### src/rtl/core/assert_macros.svh
// Assertion macros used by the RTL; clock clk, synchronous active-low reset rst_n.
`ifndef ASSERT_MACROS_SVH
`define ASSERT_MACROS_SVH

// Same-cycle implication.
`define ASSERT_IMP(lbl, ante, cons, msg) \
  lbl: assert property (@(posedge clk) disable iff (!rst_n) (ante) |-> (cons)) \
    else $error(msg);

// Next-cycle implication.
`define ASSERT_NXT(lbl, ante, cons, msg) \
  lbl: assert property (@(posedge clk) disable iff (!rst_n) (ante) |=> (cons)) \
    else $error(msg);

`endif

### src/rtl/core/tbzsa_pkg.sv
// Package: constants, codes and request/response types of the zone state allocator.
package tbzsa_pkg;

  localparam int NUM_ZONES      = 1024;
  localparam int RESERVED_ZONES = 4;

  localparam int ID_W       = 10;
  localparam int ENT_W      = 2;
  localparam int LANES      = 4;
  localparam int WORD_W     = LANES * ENT_W;
  localparam int ID_LIMIT   = 1 << ID_W;
  localparam int ZONE_SPAN  = (NUM_ZONES < ID_LIMIT) ? NUM_ZONES : ID_LIMIT;
  localparam int WORDS      = (ZONE_SPAN + LANES - 1) / LANES;
  localparam int WORD_AW    = (WORDS > 1) ? $clog2(WORDS) : 1;
  localparam int START_WORD = RESERVED_ZONES / LANES;

  localparam logic [1:0] OP_ALLOC = 2'd0;
  localparam logic [1:0] OP_FREE  = 2'd1;
  localparam logic [1:0] OP_QUERY = 2'd2;

  localparam logic [ENT_W-1:0] ENT_FREE = 2'd0;
  localparam logic [ENT_W-1:0] ENT_FILE = 2'd1;

  localparam logic [1:0] ST_OK      = 2'd0;
  localparam logic [1:0] ST_FULL    = 2'd1;
  localparam logic [1:0] ST_REFUSED = 2'd2;

  typedef struct packed {
    logic [1:0]       opcode;
    logic [ID_W-1:0]  zone_id;
    logic [ENT_W-1:0] new_state;
  } req_t;

  typedef struct packed {
    logic [ID_W-1:0]  result_id;
    logic [ENT_W-1:0] entry_state;
    logic [1:0]       status;
  } rsp_t;

endpackage

### src/rtl/core/two_bit_zone_state_allocator_unit.sv
// Zone state allocator: 2-bit states packed four per memory word, first-fit allocate.
// Query/free go through S_LOOK; reserved or out-of-range ids skip it; allocate scans in S_SCAN.
// Allocate reads one 4-entry word per cycle: up to 255 words at 1024 zones.
// One request in flight; next request accepted while a response waits in the output register.
// rst_n (sync, active low) clears control and per-word valid bits; no memory clearing pass.
module two_bit_zone_state_allocator_unit (
  input  logic              clk,
  input  logic              rst_n,
  input  logic              in_valid,
  output logic              in_ready,
  input  tbzsa_pkg::req_t   in_data,
  output logic              out_valid,
  input  logic              out_ready,
  output tbzsa_pkg::rsp_t   out_data
);
  import tbzsa_pkg::*;
  `include "assert_macros.svh"

  typedef enum logic [3:0] {
    S_IDLE = 4'b0001,
    S_LOOK = 4'b0010,
    S_SCAN = 4'b0100,
    S_DONE = 4'b1000
  } state_t;

  localparam logic [ID_W:0]      RES_ID    = (ID_W+1)'(RESERVED_ZONES);
  localparam logic [ID_W:0]      END_ID    = (ID_W+1)'(ZONE_SPAN);
  localparam logic [WORD_AW-1:0] LAST_WORD = WORD_AW'(WORDS - 1);
  localparam logic [WORD_AW-1:0] FIRST_WD  = WORD_AW'(START_WORD);

  state_t               state_r, state_nxt;
  req_t                 req_r, req_nxt;
  rsp_t                 res_r, res_nxt;
  rsp_t                 out_data_r, out_data_nxt;
  logic                 out_valid_r, out_valid_nxt;
  logic [WORD_AW-1:0]   scan_addr_r, scan_addr_nxt;
  logic [WORD_AW-1:0]   chk_addr_r, chk_addr_nxt;
  logic                 chk_vld_r, chk_vld_nxt;

  logic [WORD_W-1:0]    mem [WORDS];
  logic [WORDS-1:0]     row_vld_r;
  logic [WORD_W-1:0]    rd_data_r;
  logic                 rd_vld_r;
  logic [WORD_AW-1:0]   rd_addr;
  logic                 wr_en;
  logic [WORD_AW-1:0]   wr_addr;
  logic [WORD_W-1:0]    wr_data;

  logic [WORD_W-1:0]    word_eff;
  logic [LANES-1:0]     lane_free;
  logic                 hit;
  logic [1:0]           hit_lane;
  logic [ID_W:0]        in_id;
  logic [1:0]           req_lane;

  assign in_ready  = (state_r == S_IDLE);
  assign out_valid = out_valid_r;
  assign out_data  = out_data_r;
  assign word_eff  = rd_vld_r ? rd_data_r : '0;
  assign in_id     = {1'b0, in_data.zone_id};
  assign req_lane  = req_r.zone_id[1:0];

  always_comb begin
    logic [ID_W:0] lid;
    lid = '0;
    for (int j = 0; j < LANES; j++) begin
      lid = {1'b0, ID_W'({chk_addr_r, 2'(j)})};
      lane_free[j] = (lid >= RES_ID) && (lid < END_ID) &&
                     (word_eff[j*ENT_W +: ENT_W] == ENT_FREE);
    end
  end

  always_comb begin
    hit      = 1'b0;
    hit_lane = '0;
    for (int j = LANES - 1; j >= 0; j--) begin
      if (lane_free[j]) begin
        hit      = 1'b1;
        hit_lane = 2'(j);
      end
    end
  end

  always_comb begin
    state_nxt     = state_r;
    req_nxt       = req_r;
    res_nxt       = res_r;
    scan_addr_nxt = scan_addr_r;
    chk_addr_nxt  = chk_addr_r;
    chk_vld_nxt   = chk_vld_r;
    out_data_nxt  = out_data_r;
    out_valid_nxt = out_valid_r && !out_ready;
    rd_addr       = scan_addr_r;
    wr_en         = 1'b0;
    wr_addr       = chk_addr_r;
    wr_data       = word_eff;
    case (state_r)
      S_IDLE: begin
        rd_addr = WORD_AW'(in_data.zone_id >> 2);
        if (in_valid) begin
          req_nxt = in_data;
          if (in_data.opcode == OP_ALLOC) begin
            scan_addr_nxt = FIRST_WD;
            chk_vld_nxt   = 1'b0;
            state_nxt     = S_SCAN;
          end else if (in_id < RES_ID) begin
            res_nxt   = '{result_id: in_data.zone_id, entry_state: ENT_FILE,
                          status: (in_data.opcode == OP_FREE) ? ST_REFUSED : ST_OK};
            state_nxt = S_DONE;
          end else if (in_id >= END_ID) begin
            res_nxt   = '{result_id: in_data.zone_id, entry_state: ENT_FREE, status: ST_OK};
            state_nxt = S_DONE;
          end else begin
            state_nxt = S_LOOK;
          end
        end
      end
      S_LOOK: begin
        if (req_r.opcode == OP_FREE) begin
          wr_en   = 1'b1;
          wr_addr = WORD_AW'(req_r.zone_id >> 2);
          wr_data[{req_lane, 1'b0} +: ENT_W] = ENT_FREE;
          res_nxt = '{result_id: req_r.zone_id, entry_state: ENT_FREE, status: ST_OK};
        end else begin
          res_nxt = '{result_id: req_r.zone_id,
                      entry_state: word_eff[{req_lane, 1'b0} +: ENT_W], status: ST_OK};
        end
        state_nxt = S_DONE;
      end
      S_SCAN: begin
        if (scan_addr_r != LAST_WORD) begin
          scan_addr_nxt = scan_addr_r + 1'b1;
        end
        chk_addr_nxt = scan_addr_r;
        chk_vld_nxt  = 1'b1;
        if (chk_vld_r) begin
          if (hit) begin
            wr_en   = 1'b1;
            wr_addr = chk_addr_r;
            wr_data[{hit_lane, 1'b0} +: ENT_W] = req_r.new_state;
            res_nxt = '{result_id: ID_W'({chk_addr_r, hit_lane}),
                        entry_state: req_r.new_state, status: ST_OK};
            state_nxt = S_DONE;
          end else if (chk_addr_r == LAST_WORD) begin
            res_nxt   = '{result_id: '0, entry_state: ENT_FREE, status: ST_FULL};
            state_nxt = S_DONE;
          end
        end
      end
      S_DONE: begin
        if (!out_valid_r || out_ready) begin
          out_valid_nxt = 1'b1;
          out_data_nxt  = res_r;
          state_nxt     = S_IDLE;
        end
      end
      default: begin
        state_nxt = S_IDLE;
      end
    endcase
  end

  always_ff @(posedge clk) begin
    if (!rst_n) begin
      state_r     <= S_IDLE;
      out_valid_r <= 1'b0;
      chk_vld_r   <= 1'b0;
      row_vld_r   <= '0;
    end else begin
      state_r     <= state_nxt;
      out_valid_r <= out_valid_nxt;
      chk_vld_r   <= chk_vld_nxt;
      if (wr_en) begin
        row_vld_r[wr_addr] <= 1'b1;
      end
    end
  end

  always_ff @(posedge clk) begin
    req_r       <= req_nxt;
    res_r       <= res_nxt;
    out_data_r  <= out_data_nxt;
    scan_addr_r <= scan_addr_nxt;
    chk_addr_r  <= chk_addr_nxt;
  end

  // state memory, registered read
  always_ff @(posedge clk) begin
    if (wr_en) begin
      mem[wr_addr] <= wr_data;
    end
    rd_data_r <= mem[rd_addr];
    rd_vld_r  <= row_vld_r[rd_addr];
  end

  `ASSERT_NXT(a_accept_leaves_idle, in_valid && in_ready, state_r != S_IDLE, "request accepted but still idle")
  `ASSERT_IMP(a_full_zero, out_valid_r && out_data_r.status == ST_FULL, out_data_r.result_id == '0 && out_data_r.entry_state == ENT_FREE, "full response carries data")
  `ASSERT_IMP(a_refused_reserved, out_valid_r && out_data_r.status == ST_REFUSED, {1'b0, out_data_r.result_id} < RES_ID, "refusal for non-reserved id")
  `ASSERT_IMP(a_write_state, wr_en, state_r == S_LOOK || state_r == S_SCAN, "memory write outside lookup or scan")

endmodule

### config.mk
export PLATFORM = sky130hd
export DESIGN_NAME = two_bit_zone_state_allocator_unit
export DESIGN_NICKNAME = d
export VERILOG_FILES = /design/src/rtl/core/tbzsa_pkg.sv /design/src/rtl/core/two_bit_zone_state_allocator_unit.sv
export VERILOG_INCLUDE_DIRS = /design/src /design/src/rtl/core
export SDC_FILE = /design/constraint.sdc
export NUM_CORES = 2
export LEC_CHECK = 0
export ABC_AREA = 1
export BUFFER_PORTS_ARGS = -buffer_cell sky130_fd_sc_hd__buf_2
export CAP_MARGIN = 10
export CORE_UTILIZATION = 45
export DETAILED_ROUTE_END_ITERATION = 12
export HOLD_SLACK_MARGIN = 0.06
export SYNTH_ARGS = -nofsm -noshare
export SYNTH_HDL_FRONTEND = slang
export SYNTH_SLANG_ARGS = --single-unit
### constraint.sdc
create_clock -name clk -period 20 [get_ports clk]
set_input_delay 3 -clock clk [delete_from_list [all_inputs] [get_ports clk]]
set_output_delay 3 -clock clk [all_outputs]
set_load 0.1 [all_outputs]
---- Yosys cells after proc, flatten, opt, wreduce, memory -nomap -nowiden ----
Memory sizes are Yosys's and may differ from the RTL's. A register that Yosys moved wholly into a read port is not among the register bits.
Cells that the tools add are included.
word-level totals
  input bits .............................. 18
  output and inout bits ................... 16
  word-level logic and storage cells ...... 129
  flip-flop bits (word level) ............. 321
  memories kept ........................... 1
  memory bits (writable) .................. 2048
operators by class
  order comparisons ....................... 9
  shifts and indexed selects .............. 5
  add/sub/neg operators ................... 3
  multiplexer cells ....................... 56
  bitwise logic cells ..................... 1
  eq/ne operators ......................... 16
  reduce and logical (&&, ||, !) cells .... 22
memory list
  name  depth  width  rd ports  clocked after Yosys merged registers in  wr ports  line                                     text
  mem   256    8      1         1                                        1         two_bit_zone_state_allocator_unit.sv:40  logic [WORD_W-1:0] mem [WORDS];
operator list
  cell                                                                  number
  bitwise OR 256 bit                                                    1
  2-to-1 mux 14 bit                                                     7
  2-to-1 mux 8 bit                                                      10
  case mux 14 bit (3 select lines)                                      1
  greater-or-equal comparator 10 x 3 -> 1 bit (second input constant)   4
  2-to-1 mux 4 bit                                                      9
  case mux 8 bit (2 select lines)                                       2
  less-than comparator 8 x 9 -> 1 bit (second input constant)           2
  bitwise mux 8 bit                                                     2
  case mux 4 bit (4 select lines)                                       1
  variable shift 2 x 5 -> 8 bit (first input constant)                  2
  2-to-1 mux 1 bit                                                      15
  greater-or-equal comparator 10 x 11 -> 1 bit (second input constant)  1
  zero test 2 bit                                                       5
  less-than comparator 10 x 3 -> 1 bit (second input constant)          1
  2-to-1 mux 2 bit                                                      5
  inequality test 2 bit (second input constant)                         5
  negator 3 -> 5 bit                                                    2
  adder 8 x 1 -> 8 bit (second input constant)                          1
  binary-select mux 1 bit (select 8 bit)                                1
  demux 1 bit (select 8 bit)                                            1
  == test 8 bit (second input constant)                                 1
  greater-or-equal comparator 8 x 1 -> 1 bit (second input constant)    1
  inequality test 8 bit (second input constant)                         1
  21 further kinds                                                      31

---- Depth between registers and ports, before layout ----
  word-level depth ........................ 13
  depth in mapped cells ................... 17
  depth with buffers taken out ............ 15

---- Worst setup path after synthesis ----
OpenSTA, ideal clock, no wires.
  path kind ............................... reg-to-reg
  start ................................... reg chk_addr_r[5]
  end ..................................... mem mem[0][3] (netlist bit) (data pin)
  clock period less this slack ............ 21.234 ns
  data required time ...................... 16.634 ns
  cell stages (with the launch flop) ...... 12
  library setup time ...................... 3.366 ns
  path buffers ............................ 0
  arrival ................................. 17.868 ns
  slack ................................... -1.234 ns
  cell sequence ........................... edfxtp_1 > inv_1 > nand4_1 > or2_1 > nand3_1 > nand2_1 > nor2_1 > inv_1 > ha_1 > nor2_1 > nand3_1 > o311ai_0
on the way
  cells in the longest elaborated chain, start to end .. 12
  elaborated cells on any way between the ends .. 23
  those cells by class .................... 1 x add/sub; 4 x order compare; 2 x shift; 12 x mux; 4 x reduce/logical
RTL lines
  item                                                                                         line                                      text
  start: declaration                                                                           two_bit_zone_state_allocator_unit.sv:37   logic [WORD_AW-1:0] chk_addr_r, chk_addr_nxt;
  start signal: assignment                                                                     two_bit_zone_state_allocator_unit.sv:184  chk_addr_r <= chk_addr_nxt;
  greater-or-equal comparator 10 x 3 -> 1 bit                                                  two_bit_zone_state_allocator_unit.sv:68   lane_free[j] = (lid >= RES_ID) && (lid < END_ID) &&
  logical AND 1 bit                                                                            two_bit_zone_state_allocator_unit.sv:68
  2-to-1 mux 2 bit (4 in a row)                                                                two_bit_zone_state_allocator_unit.sv:77   if (lane_free[j]) begin
  negator 3 -> 5 bit                                                                           two_bit_zone_state_allocator_unit.sv:140  wr_data[{hit_lane, 1'b0} +: ENT_W] = req_r.new_state;
  variable part select 2 x 5 -> 8 bit / variable shift 2 x 5 -> 8 bit (equally long branches)  two_bit_zone_state_allocator_unit.sv:140
  bitwise mux 8 bit                                                                            two_bit_zone_state_allocator_unit.sv:140
  2-to-1 mux 8 bit *                                                                           two_bit_zone_state_allocator_unit.sv:137  if (hit) begin
  2-to-1 mux 8 bit *                                                                           two_bit_zone_state_allocator_unit.sv:136  if (chk_vld_r) begin
  case mux 8 bit (2 select lines) *                                                            two_bit_zone_state_allocator_unit.sv:97   case (state_r)
  named net wr_data[3]                                                                         two_bit_zone_state_allocator_unit.sv:47   logic [WORD_W-1:0] wr_data;
  end: declaration                                                                             two_bit_zone_state_allocator_unit.sv:40
The timed path passes the listed nets; every way through them passes the cells marked *.

---- Worst setup path after layout ----
  start ................................... in in_data[4] (netlist bit)
  end ..................................... reg rd_vld_r
on the way
  cells in the longest elaborated chain, start to end .. 3
RTL lines
  item                                    line                                      text
  start: declaration                      two_bit_zone_state_allocator_unit.sv:11   input tbzsa_pkg::req_t in_data,
  2-to-1 mux 8 bit                        two_bit_zone_state_allocator_unit.sv:97
  binary-select mux 1 bit (select 8 bit)  two_bit_zone_state_allocator_unit.sv:193  rd_vld_r <= row_vld_r[rd_addr];
  2-to-1 mux 1 bit (implied by the code)  two_bit_zone_state_allocator_unit.sv:193
  end signal: assignment                  two_bit_zone_state_allocator_unit.sv:193
  end: declaration                        two_bit_zone_state_allocator_unit.sv:43   logic rd_vld_r;
No other way between the ends. The select of a mux whose other input is x is not followed.
A chain may end at the register's enable or synchronous reset.

==> results.md <==
- Final ANT Viol Nets: 0
- Post-synthesis cell count: 10.5k
- Top-Level Pins: 34
- Root buf cell: clkbuf_16
- FF-to-FF End: rd_vld_r$_DFF_P_
- R2R Path Start: state_r[3]$_SDFFE_PN0P_
- RePlAce Congestion: 0.878
- Starting density of the core: 0.454
- Die width: 482 µm
- Post-Syn Nets: around 11k
- Syn avg cell area: 9.87 µm²
- Vias per cell: 5.35
- Die H: 482 µm
- Worst Setup Start Kind: primary input
- WS Path Type: primary input to flop
- Crit end category: flop
- RSZ-0062 raised after global routing: false
- Clock Latency Late Sink: 0.89 ns
- CTS sink count: 2377
- DRC Markers: 0
- Initial antenna violation count: 14
- Largest net degree at the start of global routing: approximately 180
- Synth area leader: edfxtp_1
- Multiplexer share of the synthesized area: 0
- Max FO, Critical Path: between 100 and 150
- FFs w/ async S/R, synth: 0
- CP endpoint: rd_vld_r$_DFF_P_
- Hold WC Path Type: flop to flop
- CTS tree: built
- Initial drt markers: 8315
- Synth Area in Adders: 0.000725
- Final Net Count: between 10k and 15k
- Ys flop type: edfxtp_1
- Sequential area share after synthesis: 0.663
- CTS Buffer Depth: 3
- # rows: 175
- P_leak: approximately 47 nW
- Relative slew slack: 0.207
- Time the worst path needs with I/O delays and setup: 8.78 ns
- H-tree Lvls: 4
- Max-cap violation count: 0
- I/O Buffers: 33
- Worst-Margin Slew: around 1.2 ns
- Clock-pin transition on the worst setup and hold timing paths: 0.06 ns
- Top cells by count, synth: nand2_1 (2860), edfxtp_1 (2106), nand3_1 (2024)
- Final-report hold violation count: 0
- EDFF count, synth: between 2k and 2.5k
- Main combinational cell family by area after synthesis: simple AND/OR/NAND/NOR gates
- FMAX: 114 MHz
- CP Data Required Time: 20.75 ns
- Largest cells by area after synthesis: edfxtp_1 (61%), nand2_1 (10%), nand3_1 (9.8%)
- HPWL Detailed: 167 mm
- Final TNS setup: 0 ns
- Max rail drop VDD: 0.106 mV
- Via count: 72.4k
- Worst Path Arrival: ~9.5 ns
- Reg2reg setup slack: 12.68 ns
- Count leader, synth: nand2_1
- Final setup vio count: 0
- DIE AREA: ~230000 µm²
- Slew Viols, Final: 0
- Vias in the first global route: approximately 69k
- Pwr Density: 124 nW/µm²
- Hold slack: 0.419 ns
- Post-synthesis simple-gate area fraction: 0.212
- Core area: 228000 µm²
- Gr usage total: 0.256
- Final Cycle Share: 0.439
- Status: finished, final reports clean
- Top cell type's share of synthesized area: 0.611
- Layout cells sized above 1: 0.0553
- Drt first pass iters: 6
- # resized after CTS: 0
- First-pass GRT wire length: 444 mm
- Final Skew: 0.0456 ns
- CTS Buf Count: between 200 and 250
- WL final: 298 mm
- Crit path launch: in_data[4]
- Post-synth cell types: 42
- Hold buffers post-CTS: 0
- P&R area growth vs syn: 9.98%
- Mapped Area: just over 100000 µm²
- R2R depth: 16
- Gr ovfl total: 0
- Post-CTS Repair Setup Buffers: 0
- Post-synthesis compound-gate area fraction: 0.0271
- Post-synthesis xor/xnor area fraction: 0.000169
- Yosys warns: 0
- Register bit total from synthesis: 2377
- Routed length per instance: 22.0 µm
## power breakdown
part           leakage, nW  internal, W  switching [W]
Combinational         21.9     0.000745        0.00284
Sequential            21.5      0.00599      0.0000267
Clock                 3.83      0.00257        0.00192
Total                 47.2      0.00930        0.00479
## critical path: stages
cell,delay [ns]
buf_2,0.12
nand3_2,0.79
nand2_8,1.02
buf_4,0.86
buf_4,0.87
buf_4,0.88
nand2_1,0.16
nand3_1,0.13
nand3_1,0.08
nand3_1,0.18
nand3_1,0.09
nand3_1,0.18
nand3_1,0.40
nand3_1,0.32
nand2_1,0.07
## how the worst min path moves through the flow
stage | startpoint | to | slack [ns] | cells past startpoint
5_1_grt | res_r[8]$_DFFE_PP_ | out_data[8]$_DFFE_PP_ | 0.43 | 0
2_1_floorplan | res_r[0]$_DFFE_PP_ | out_data[0]$_DFFE_PP_ | 0.40 | 0
3_3_place_gp | res_r[1]$_DFFE_PP_ | out_data[1]$_DFFE_PP_ | 0.40 | 0
3_5_place_dp | res_r[5]$_DFFE_PP_ | out_data[5]$_DFFE_PP_ | 0.40 | 0
4_1_cts | res_r[8]$_DFFE_PP_ | out_data[8]$_DFFE_PP_ | 0.42 | 0
6_report | res_r[1]$_DFFE_PP_ | out_data[1]$_DFFE_PP_ | 0.42 | 0
## sequential cells by signal, indices dropped and copies added (netlist names)
name	count
mem	2048
row_vld_r	256
out_data	14
res_r	14
req_r	12
chk_addr_r	8
rd_data_r	8
scan_addr_r	8
state_r	4
req_lane	2
chk_vld_r	1
out_valid	1
rd_vld_r	1
## logic make-up after synthesis
family / count (synthesis)
adders and majority gates: 6
AOI/OAI and AO/OA: 460
xor gates and xnor gates: 2
and+or+nand+nor: 5111
DFF: 2377
buffers and inverters: 2534
## per-stage QoR
step / util / cell area [µm²] / std cells / setup slack (ns) / total power, W
3_5_place_dp: 0.465 / 106000 / 13080 / 10.44 / 0.00966
4_1_cts: 0.499 / 114000 / 13536 / 11.39 / 0.0141
5_1_grt: 0.499 / 114000 / 13538 / 11.02 / 0.0146
2_1_floorplan: - / 104000 / 10490 / 5.54 / 0.00850
6_report: 0.499 / 114000 / 13544 / 11.22 / 0.0141
3_3_place_gp: 0.465 / 106000 / 13080 / 10.44 / 0.00963
## cell type report
cell class	count	area (µm²)
repair buffers	156	1220
clock inverters	97	991
clock buffers	359	6860
multi-input cells	5579	25000
well taps	3009	3760
fillers	20585	114000
diodes	7	17.5
flip-flops and latches	2377	68700
inverters	1960	7380
## layout by cell type, fill, tap and decap left out, types with 8 or more instances in the layout
master,synthesis,routed
nor2_2,15,15
buf_4,13,113
clkbuf_8,0,32
inv_2,10,9
buf_2,337,32
nand2_1,2860,2855
clkinv_1,4,28
o21a_1,90,90
nor2_1,168,166
o21ai_2,9,8
nor2_4,8,10
nand4_1,9,9
o21ai_4,3,9
edfxtp_1,2106,2106
nand3_1,2024,2023
dfxtp_1,271,271
buf_12,0,10
inv_1,1944,1944
a21oi_1,170,170
clkinv_2,1,40
bufinv_16,0,16
nor3_2,6,9
o211ai_1,61,61
o221ai_1,11,11
clkbuf_16,0,244
clkbuf_1,185,83
o21ai_0,106,102
## routing by layer
layer,part of all wire,track usage,vias to the layer above
met3,0.086,0.0484,558
met2,0.46,0.406,3050
met4,0.035,0.0892,6
met1,0.42,0.350,35077
met5,0.00013,0,-
li1,-,-,33744
Power figures use the tool's default switching activity.
